<file path="src/rtl/sto_pkg.sv">
`timescale 1ns / 1ps

package sto_pkg;

  // Command codes
  localparam logic [1:0] CMD_ADD  = 2'd0;
  localparam logic [1:0] CMD_DEL  = 2'd1;
  localparam logic [1:0] CMD_TICK = 2'd2;

  // Result kinds
  localparam logic [1:0] KIND_ADD = 2'd0;
  localparam logic [1:0] KIND_DEL = 2'd1;
  localparam logic [1:0] KIND_EXP = 2'd2;

  // Status codes
  localparam logic [1:0] STAT_OK        = 2'd0;
  localparam logic [1:0] STAT_SCHEDULED = 2'd1;
  localparam logic [1:0] STAT_NOT_FOUND = 2'd2;

  localparam int ID_W       = 4;
  localparam int DELTA_W    = 32;
  // Max expiries reported per tick
  localparam int RESULT_CAP = 16;
  localparam int CNT_W      = $clog2(RESULT_CAP);

  typedef struct packed {
    logic [1:0]         cmd;
    logic [ID_W-1:0]    timer_id;
    logic [DELTA_W-1:0] delta;
  } cmd_req_t;

  typedef struct packed {
    logic [1:0]      kind;
    logic [ID_W-1:0] expired_id;
    logic [1:0]      status;
    logic            last;
  } res_data_t;

  typedef enum logic [1:0] {
    CELL_HOLD   = 2'd0,
    CELL_INSERT = 2'd1,
    CELL_DELETE = 2'd2,
    CELL_POP    = 2'd3
  } cell_op_t;

  typedef struct packed {
    cell_op_t        op;
    logic [ID_W-1:0] id;
  } cell_ctrl_t;

endpackage

</file>
<file path="src/rtl/sto_cell.sv">
`timescale 1ns / 1ps

// One queue slot. Inserts shift right, deletes and pops shift left.
module sto_cell #(
  parameter int TIME_WIDTH = 48
) (
  input  logic                      clk,
  input  logic                      rst,
  input  sto_pkg::cell_ctrl_t       ctrl,
  input  logic [TIME_WIDTH-1:0]     new_expiry,
  input  logic                      prev_keep,
  input  logic                      prev_valid,
  input  logic [sto_pkg::ID_W-1:0]  prev_timer,
  input  logic [TIME_WIDTH-1:0]     prev_expiry,
  input  logic                      next_valid,
  input  logic [sto_pkg::ID_W-1:0]  next_timer,
  input  logic [TIME_WIDTH-1:0]     next_expiry,
  input  logic                      del_in,
  output logic                      valid,
  output logic [sto_pkg::ID_W-1:0]  timer,
  output logic [TIME_WIDTH-1:0]     expiry,
  output logic                      keep,
  output logic                      del_out
);

  logic                     valid_next;
  logic [sto_pkg::ID_W-1:0] timer_next;
  logic [TIME_WIDTH-1:0]    expiry_next;

  // Stays put on insert: equal expiry keeps insertion order
  assign keep    = valid && (expiry <= new_expiry);
  assign del_out = del_in || (valid && (timer == ctrl.id));

  always_comb begin
    valid_next  = valid;
    timer_next  = timer;
    expiry_next = expiry;
    unique case (ctrl.op)
      sto_pkg::CELL_HOLD: begin
      end
      sto_pkg::CELL_INSERT: begin
        if (!keep) begin
          if (prev_keep) begin
            valid_next  = 1'b1;
            timer_next  = ctrl.id;
            expiry_next = new_expiry;
          end else begin
            valid_next  = prev_valid;
            timer_next  = prev_timer;
            expiry_next = prev_expiry;
          end
        end
      end
      sto_pkg::CELL_DELETE: begin
        if (del_out) begin
          valid_next  = next_valid;
          timer_next  = next_timer;
          expiry_next = next_expiry;
        end
      end
      sto_pkg::CELL_POP: begin
        valid_next  = next_valid;
        timer_next  = next_timer;
        expiry_next = next_expiry;
      end
      default: begin
      end
    endcase
  end

  always_ff @(posedge clk) begin
    if (rst) begin
      valid <= 1'b0;
    end else begin
      valid <= valid_next;
    end
  end

  always_ff @(posedge clk) begin
    timer  <= timer_next;
    expiry <= expiry_next;
  end

endmodule

</file>
<file path="src/rtl/sorted_timeout_queue_unit.sv">
`timescale 1ns / 1ps

// Channel   Direction  Payload                Handshake
// cmd       in         sto_pkg::cmd_req_t     cmd_valid / cmd_ready
// res       out        sto_pkg::res_data_t    res_valid / res_ready
//
// On add and delete the slot cells update in place and the acknowledge
// lands in the output register. A tick steps time, then pops expired
// entries off the head (at most 16), each only when the output is free,
// or returns to idle with no result when nothing is due.
// Synchronous reset empties the queue and zeroes the time counter.
// A stalled result holds the sequencer; cmd_ready drops until it drains.
module sorted_timeout_queue_unit #(
  parameter int NUM_TIMERS = 16,
  parameter int TIME_WIDTH = 48
) (
  input  logic                clk,
  input  logic                rst,
  input  logic                cmd_valid,
  output logic                cmd_ready,
  input  sto_pkg::cmd_req_t   cmd_req,
  output logic                res_valid,
  input  logic                res_ready,
  output sto_pkg::res_data_t  res_data
);

  localparam int IDX_W = $clog2(NUM_TIMERS);
  localparam int EXT_W = (IDX_W > sto_pkg::ID_W) ? IDX_W : sto_pkg::ID_W;

  typedef enum logic [1:0] {
    ST_IDLE = 2'b01,
    ST_POP  = 2'b10
  } state_t;

  state_t state, state_next;

  // Slot chain wiring
  logic                     c_valid  [NUM_TIMERS];
  logic [sto_pkg::ID_W-1:0] c_timer  [NUM_TIMERS];
  logic [TIME_WIDTH-1:0]    c_expiry [NUM_TIMERS];
  logic                     c_keep   [NUM_TIMERS];
  logic                     c_del    [NUM_TIMERS];
  logic                     p_keep   [NUM_TIMERS];
  logic                     p_valid  [NUM_TIMERS];
  logic [sto_pkg::ID_W-1:0] p_timer  [NUM_TIMERS];
  logic [TIME_WIDTH-1:0]    p_expiry [NUM_TIMERS];
  logic                     n_valid  [NUM_TIMERS];
  logic [sto_pkg::ID_W-1:0] n_timer  [NUM_TIMERS];
  logic [TIME_WIDTH-1:0]    n_expiry [NUM_TIMERS];
  logic                     d_in     [NUM_TIMERS];

  sto_pkg::cell_ctrl_t   ctrl;
  logic [TIME_WIDTH-1:0] add_expiry;
  logic [TIME_WIDTH:0]   add_sum;

  logic [TIME_WIDTH-1:0] now_time, now_time_next;
  logic [NUM_TIMERS-1:0] scheduled, scheduled_next;
  logic [sto_pkg::CNT_W-1:0] cnt, cnt_next;

  logic                  res_valid_next;
  sto_pkg::res_data_t    res_data_next;
  logic                  res_load;

  logic [EXT_W-1:0] req_id_ext, head_id_ext;
  logic [IDX_W-1:0] req_idx, head_idx;
  logic             id_in_range;
  logic             out_free;
  logic             accept;
  logic             head_due, next_due, pop_last;

  genvar gi;
  generate
    for (gi = 0; gi < NUM_TIMERS; gi++) begin : g_cell
      if (gi == 0) begin : g_first
        assign p_keep[gi]   = 1'b1;
        assign p_valid[gi]  = 1'b0;
        assign p_timer[gi]  = '0;
        assign p_expiry[gi] = '0;
        assign d_in[gi]     = 1'b0;
      end else begin : g_rest
        assign p_keep[gi]   = c_keep[gi-1];
        assign p_valid[gi]  = c_valid[gi-1];
        assign p_timer[gi]  = c_timer[gi-1];
        assign p_expiry[gi] = c_expiry[gi-1];
        assign d_in[gi]     = c_del[gi-1];
      end
      if (gi == NUM_TIMERS - 1) begin : g_tail
        assign n_valid[gi]  = 1'b0;
        assign n_timer[gi]  = '0;
        assign n_expiry[gi] = '0;
      end else begin : g_body
        assign n_valid[gi]  = c_valid[gi+1];
        assign n_timer[gi]  = c_timer[gi+1];
        assign n_expiry[gi] = c_expiry[gi+1];
      end

      sto_cell #(
        .TIME_WIDTH (TIME_WIDTH)
      ) u_cell (
        .clk         (clk),
        .rst         (rst),
        .ctrl        (ctrl),
        .new_expiry  (add_expiry),
        .prev_keep   (p_keep[gi]),
        .prev_valid  (p_valid[gi]),
        .prev_timer  (p_timer[gi]),
        .prev_expiry (p_expiry[gi]),
        .next_valid  (n_valid[gi]),
        .next_timer  (n_timer[gi]),
        .next_expiry (n_expiry[gi]),
        .del_in      (d_in[gi]),
        .valid       (c_valid[gi]),
        .timer       (c_timer[gi]),
        .expiry      (c_expiry[gi]),
        .keep        (c_keep[gi]),
        .del_out     (c_del[gi])
      );
    end
  endgenerate

  // Saturating expiry of a new entry
  assign add_sum    = {1'b0, now_time} + (TIME_WIDTH+1)'(cmd_req.delta);
  assign add_expiry = add_sum[TIME_WIDTH] ? '1 : add_sum[TIME_WIDTH-1:0];

  assign req_id_ext  = EXT_W'(cmd_req.timer_id);
  assign req_idx     = req_id_ext[IDX_W-1:0];
  assign head_id_ext = EXT_W'(c_timer[0]);
  assign head_idx    = head_id_ext[IDX_W-1:0];
  assign id_in_range = 32'(cmd_req.timer_id) < NUM_TIMERS;

  assign out_free  = !res_valid || res_ready;
  assign cmd_ready = (state == ST_IDLE) && out_free;
  assign accept    = cmd_valid && cmd_ready;

  // Head pops while due; stop at cap or when the next slot is not yet due
  assign head_due = c_valid[0] && (c_expiry[0] <= now_time);
  assign next_due = c_valid[1] && (c_expiry[1] <= now_time);
  assign pop_last = !next_due || (cnt == sto_pkg::CNT_W'(sto_pkg::RESULT_CAP - 1));

  always_comb begin
    state_next     = state;
    now_time_next  = now_time;
    scheduled_next = scheduled;
    cnt_next       = cnt;
    ctrl.op        = sto_pkg::CELL_HOLD;
    ctrl.id        = cmd_req.timer_id;
    res_load       = 1'b0;
    res_data_next  = res_data;

    unique case (state)
      ST_IDLE: begin
        if (accept) begin
          priority case (cmd_req.cmd)
            sto_pkg::CMD_ADD: begin
              res_load                 = 1'b1;
              res_data_next.kind       = sto_pkg::KIND_ADD;
              res_data_next.expired_id = cmd_req.timer_id;
              res_data_next.last       = 1'b1;
              if (!id_in_range) begin
                res_data_next.status = sto_pkg::STAT_NOT_FOUND;
              end else if (scheduled[req_idx] || c_valid[NUM_TIMERS-1]) begin
                res_data_next.status = sto_pkg::STAT_SCHEDULED;
              end else begin
                res_data_next.status    = sto_pkg::STAT_OK;
                ctrl.op                 = sto_pkg::CELL_INSERT;
                scheduled_next[req_idx] = 1'b1;
              end
            end
            sto_pkg::CMD_DEL: begin
              res_load                 = 1'b1;
              res_data_next.kind       = sto_pkg::KIND_DEL;
              res_data_next.expired_id = cmd_req.timer_id;
              res_data_next.last       = 1'b1;
              if (id_in_range && scheduled[req_idx]) begin
                res_data_next.status    = sto_pkg::STAT_OK;
                ctrl.op                 = sto_pkg::CELL_DELETE;
                scheduled_next[req_idx] = 1'b0;
              end else begin
                res_data_next.status = sto_pkg::STAT_NOT_FOUND;
              end
            end
            sto_pkg::CMD_TICK: begin
              now_time_next = (&now_time) ? now_time : now_time + 1'b1;
              cnt_next      = '0;
              state_next    = ST_POP;
            end
            default: begin
            end
          endcase
        end
      end
      ST_POP: begin
        if (!head_due) begin
          state_next = ST_IDLE;
        end else if (out_free) begin
          ctrl.op                  = sto_pkg::CELL_POP;
          scheduled_next[head_idx] = 1'b0;
          res_load                 = 1'b1;
          res_data_next.kind       = sto_pkg::KIND_EXP;
          res_data_next.expired_id = c_timer[0];
          res_data_next.status     = sto_pkg::STAT_OK;
          res_data_next.last       = pop_last;
          cnt_next                 = cnt + 1'b1;
          if (pop_last) begin
            state_next = ST_IDLE;
          end
        end
      end
      default: begin
        state_next = ST_IDLE;
      end
    endcase
  end

  always_comb begin
    res_valid_next = res_valid;
    if (res_valid && res_ready) begin
      res_valid_next = 1'b0;
    end
    if (res_load) begin
      res_valid_next = 1'b1;
    end
  end

  always_ff @(posedge clk) begin
    if (rst) begin
      state     <= ST_IDLE;
      now_time  <= '0;
      scheduled <= '0;
      cnt       <= '0;
      res_valid <= 1'b0;
    end else begin
      state     <= state_next;
      now_time  <= now_time_next;
      scheduled <= scheduled_next;
      cnt       <= cnt_next;
      res_valid <= res_valid_next;
    end
  end

  always_ff @(posedge clk) begin
    res_data <= res_data_next;
  end

endmodule

</file>
<file path="config.mk">
export PLATFORM = sky130hd
export DESIGN_NAME = sorted_timeout_queue_unit
export DESIGN_NICKNAME = d
export VERILOG_FILES = /design/src/rtl/sto_pkg.sv /design/src/rtl/sto_cell.sv /design/src/rtl/sorted_timeout_queue_unit.sv
export SDC_FILE = /design/constraint.sdc
export NUM_CORES = 2
export LEC_CHECK = 0
export BUFFER_PORTS_ARGS = -buffer_cell sky130_fd_sc_hd__buf_4
export CAP_MARGIN = 30
export CORE_UTILIZATION = 45
export DETAILED_ROUTE_END_ITERATION = 10
export HOLD_SLACK_MARGIN = 0.12
export PLACE_DENSITY = 0.62
export SYNTH_ARGS = -nofsm -noshare
export SYNTH_HDL_FRONTEND = slang
export SYNTH_HIERARCHICAL = 1
export SYNTH_SLANG_ARGS = --single-unit
</file>
<file path="constraint.sdc">
create_clock -name clk -period 33.1 [get_ports clk]
set_input_delay 6.62 -clock clk [delete_from_list [all_inputs] [get_ports clk]]
set_output_delay 6.62 -clock clk [all_outputs]
set_load 0.05 [all_outputs]
</file>
# ---- Yosys cells after proc, flatten, opt, wreduce, memory -nomap -nowiden
# Cells that the tools add are included.
dict set report word_totals {
  word_cells 474
  out_inout_bits 11
  reg_bits 928
  in_bits 42
}
dict set report op_classes {
  eq_ne 65
  addsub 3
  reduce_logical 86
  bitwise_logic 6
  muxes 235
  order_cmp 22
}
# operator count
set op_table {}
lappend op_table {{$mux W48} 48}
lappend op_table {{$pmux W48 S3} 16}
lappend op_table {{$le A48 B48 Y1} 18}
lappend op_table {{$mux W4} 51}
lappend op_table {{$pmux W4 S3} 16}
lappend op_table {{$mux W16} 5}
lappend op_table {{$eq A4 B4 Y1} 16}
lappend op_table {{$pmux W16 S2} 2}
lappend op_table {{$mux W1} 58}
lappend op_table {{$add A48 B32 Y49} 1}
lappend op_table {{$add A48 B1 Y48 const B} 1}
lappend op_table {{$pmux W1 S3} 16}
lappend op_table {{$reduce_and A3 Y1} 16}
lappend op_table {{$reduce_and A48 Y1} 1}
lappend op_table {{$logic_and A1 B1 Y1} 39}
lappend op_table {{$ne A2 B2 Y1 const B} 19}
lappend op_table {{$pmux W9 S2} 2}
lappend op_table {{$ne A2 B1 Y1 const B} 17}
lappend op_table {{$and A16 B16 Y16} 2}
lappend op_table {{$not A16 Y16} 2}
lappend op_table {{$mux W9} 3}
lappend op_table {{$mux W2} 10}
lappend op_table {{$logic_or A1 B1 Y1} 18}
lappend op_table {{$or A16 B16 Y16} 1}
lappend op_table {{other kinds (22)} 39}

# ---- Longest topological paths before layout
dict set report logic_depth {
  depth_word 19
  depth_mapped 27
  depth_no_buf 24
}

# ---- Modules after synthesis
# The synthesis kept the hierarchy.
# mod area_per_inst_um2 n_inst seq_area_each_um2 cells_each
set modules_own_cells {}
lappend modules_own_cells {sto_cell 3996.3 16 1581.5 419}
lappend modules_own_cells {sorted_timeout_queue_unit 8577.0 1 1691.6 1081}

# ---- Least setup slack after synthesis
# Ideal clock, no wire load.
dict set report synth_path {
  path_kind {input to register}
  from {input cmd_req[0] (netlist bit)}
  to {register g_cell[0].u_cell.expiry[0] (enable)}
  arrival_ns 14.482
  required_time_ns 32.607
  setup_slack_ns 18.125
  n_path_buf 1
  path_stages 20
  setup_ns 0.493
  cell_sequence {ha_1 > inv_1 > fa_1 > nand2b_1 > a211oi_1 > o31ai_1 > or3_1 > a2111oi_2 > or3_1 > nand3_1 > buf_2 > a41oi_1 > inv_1 > ha_1 > nand4_1 > nor4_2 > nand2_1 > nor2_1 > a32oi_2 > a31oi_1}
}
dict set report synth_via {
  elab_chain_cells 6
}
# element line_no
set synth_lines {}
lappend synth_lines {{start: declaration} sorted_timeout_queue_unit.sv:21} ;# input sto_pkg::cmd_req_t cmd_req,
lappend synth_lines {{$add A48 B32 Y49} sorted_timeout_queue_unit.sv:122} ;# assign add_sum = {1'b0, now_time} + (TIME_WIDTH+1)'(cmd_req.delta);
lappend synth_lines {{$mux W48} sorted_timeout_queue_unit.sv:123} ;# assign add_expiry = add_sum[TIME_WIDTH] ? '1 : add_sum[TIME_WIDTH-1:0];
lappend synth_lines {{net add_expiry[46]} sorted_timeout_queue_unit.sv:53} ;# logic [TIME_WIDTH-1:0] add_expiry;
lappend synth_lines {{$le A48 B48 Y1} sto_cell.sv:31} ;# assign keep = valid && (expiry <= new_expiry);
lappend synth_lines {{$logic_and A1 B1 Y1} sto_cell.sv:31}
lappend synth_lines {{$ne A2 B2 Y1 (no source line)} n/a}
lappend synth_lines {{$reduce_and A3 Y1 (no source line)} n/a}
lappend synth_lines {{end signal: assignment} sto_cell.sv:81} ;# expiry <= expiry_next;
lappend synth_lines {{end: declaration} sto_cell.sv:21} ;# output logic [TIME_WIDTH-1:0] expiry,
# The timed path passes the listed nets, and every way through them passes these cells.
# A chain may end at the register's enable or synchronous reset.

# ---- Final worst setup path
dict set report layout_path {
  from {input res_ready}
  to {output cmd_ready}
}
dict set report layout_via {
  elab_chain_cells 2
}
# element line_no
set layout_lines {}
lappend layout_lines {{start: declaration} sorted_timeout_queue_unit.sv:23} ;# input logic res_ready,
lappend layout_lines {{$logic_or A1 B1 Y1} sorted_timeout_queue_unit.sv:131} ;# assign out_free = !res_valid || res_ready;
lappend layout_lines {{$logic_and A1 B1 Y1} sorted_timeout_queue_unit.sv:132} ;# assign cmd_ready = (state == ST_IDLE) && out_free;
lappend layout_lines {{end: declaration} sorted_timeout_queue_unit.sv:20} ;# output logic cmd_ready,
# No other way between the ends.

==> out/metrics.yaml <==
report.final.slew_viol_count: 0
ir_worst_vdd_v: 0.0000392
cts_made_buffers: 112
dp_cells: 9858
die_w_um: 403
synth_warnings: 6
met3_usage: 0.0193
wl_per_cell_um: 18.9
worst-path-buf-inv: 3
synth_cells: 7784
setup_tns_ns: 0
power.leakage_nw: 28.3
vias_per_cell: 5.59
clkTransAtPathRegs_ns: 0.06
syn2layout_area_growth_pct: 9.41
rows: 146
crit_slowest_cell: "buf_4"
whs_path_depth: 1
power.density_mw_per_mm2: 36.4
grt_pass1_wl_um: 304000
nets: 8770
instances_no_fill: 10100
gp_congestion: 0.917
gr-usage-met2: 0.379
dp_slack_ns: 18.53
reg2reg_slack_ns: 23.63
finalCriticalPeriod_ns: 13.88
grt_pass1_vias: 56200
crit_chain: "buf_4, nand2b_1, nand2_1, inv_1, buf_4"
ctsHtreeMaxLevel: 3
crit_type: "in2out"
clock_sinks: 928
ctsResizeCount: 0
maxCapViolations: 0
cts_tree: "yes"
use_met1: 0.304
setup_viol: 0
antenna_found_initial: 1
clock_latency_ns: 0.72
layout-drive-gt1-share: 0.0578
cp_data_arrival_time_ns: 7.26
p_total_mw: 2.89
cpMostUsedCell: "buf_4"
rr_startpoint: "now_time[34]$_SDFFE_PP0P_"
slew-limit-headroom: 0.249
critPathMaxStageDelay_ns: 0.18
cts_setup_buffers: 0
critPathRequiredTime_ns: 26.48
drtPass1Iterations: 6
fp.dieH_um: 403
status: "complete, no violations"
drc: 0
gr-usage-all-layers: 0.229
critPathLaunchType: "primary input"
syn-mean-instance-area_sq_um: 9.32
crit_fanout: 3
drtIter0Drc: 4523
antennaDiodeCount: 0
critical_path.top_delay_family: "buffers and inverters"
final_util: 0.499
initial_core_util: 0.456
hold_buffers: 0
cts_buffer_depth: 3
busiest_layer: "met2"
core-area_sq_mm: 0.159
r2r-end: "g_cell[12].u_cell/expiry[25]$_DFFE_PP_"
worst_slack_ns: 19.22
globalRoute.totalOverflow: 0
fin_skew_ns: 0.0214
hold_violations: 0
io_buffers: 52
num_vias: 56300
clock.fmax_ghz: 0.0721
wirelength_um: 190000
die_area_sq_mm: 0.163
cts-root-buf: "clkbuf_16"
rsz0062_at_grt: "no"
grt_max_degree: 271
hp-class: "reg2reg"
worst_pin_slew_ns: 1.13
min_period_over_period: 0.419
synth_area_sq_mm: 0.0725
worst_r2r_path_depth: 17
ant_nets: 0
io_pins: 53
hpwlAfterDp_um: 143000
worst_setup_path_end_kind: "output pin"
-- cell usage in the layout (no fill, tap or decap), types with 37 or more instances in the layout --
cell       count
buf_4        140
dfxtp_1       87
nor2_1       201
nor3_1        76
nand3_1      118
a21oi_1      345
a21o_1        65
conb_1       109
a211oi_1      42
clkbuf_16    116
xor2_1        60
nand2_1     1119
o21ai_0      989
nand4_1      218
o211ai_1      37
ha_1         899
a221o_1       37
inv_1        869
edfxtp_1     841
xnor2_1       68
mux2i_1      849
-- how the worst max path moves through the flow --
stage,start,to,slack (ns),cells past startpoint
after floorplan,cmd_req[0],g_cell[0].u_cell/expiry[0]$_DFFE_PP_,18.12,20
after global placement,cmd_req[0],g_cell[2].u_cell/expiry[14]$_DFFE_PP_,18.82,27
after detailed placement,cmd_req[0],g_cell[1].u_cell/expiry[17]$_DFFE_PP_,18.53,27
after CTS,res_ready,cmd_ready,19.23,5
after global routing,cmd_req[0],g_cell[1].u_cell/expiry[22]$_DFFE_PP_,18.84,27
final,res_ready,cmd_ready,19.22,5
-- registers in the layout, indices dropped and copies added, names as in the netlist, named ones only --
register	count
cnt	4
state	2
res_valid	1
g_cell.u_cell/valid	16
g_cell.u_cell/timer	64
res_data	9
now_time	48
g_cell.u_cell/expiry	768
-- layer usage --
layer / vias up / part of all wire
met5: - / 0
li1: 28200 / -
met3: 339 / 0.035
met4: 0 / 0.044
met2: 1229 / 0.46
met1: 26500 / 0.46
-- power by group --
part	total, mW	internal (mW)	switching, mW
combinational	0.331	0.122	0.208
sequential	1.37	1.33	0.0402
clock	1.19	0.678	0.509
-- per-stage QoR --
stage / hold slack (ns) / instance area, sq um
floorplan: 0.434 / 72900
detailed placement: 0.456 / 75900
global route: 0.488 / 79300
global placement: 0.448 / 75900
finish: 0.469 / 79300
CTS: 0.470 / 79300
-- layout make-up --
class	instances	area, sq um
fillers	14700	79800
multi-input cells	5769	41800
flip-flops and latches	928	27000
inverters	872	3270
clock buffers	149	3040
well taps	2146	2690
repair buffers	144	1140
clock inverters	59	410
Note: power is estimated with default switching activity, not from simulation.
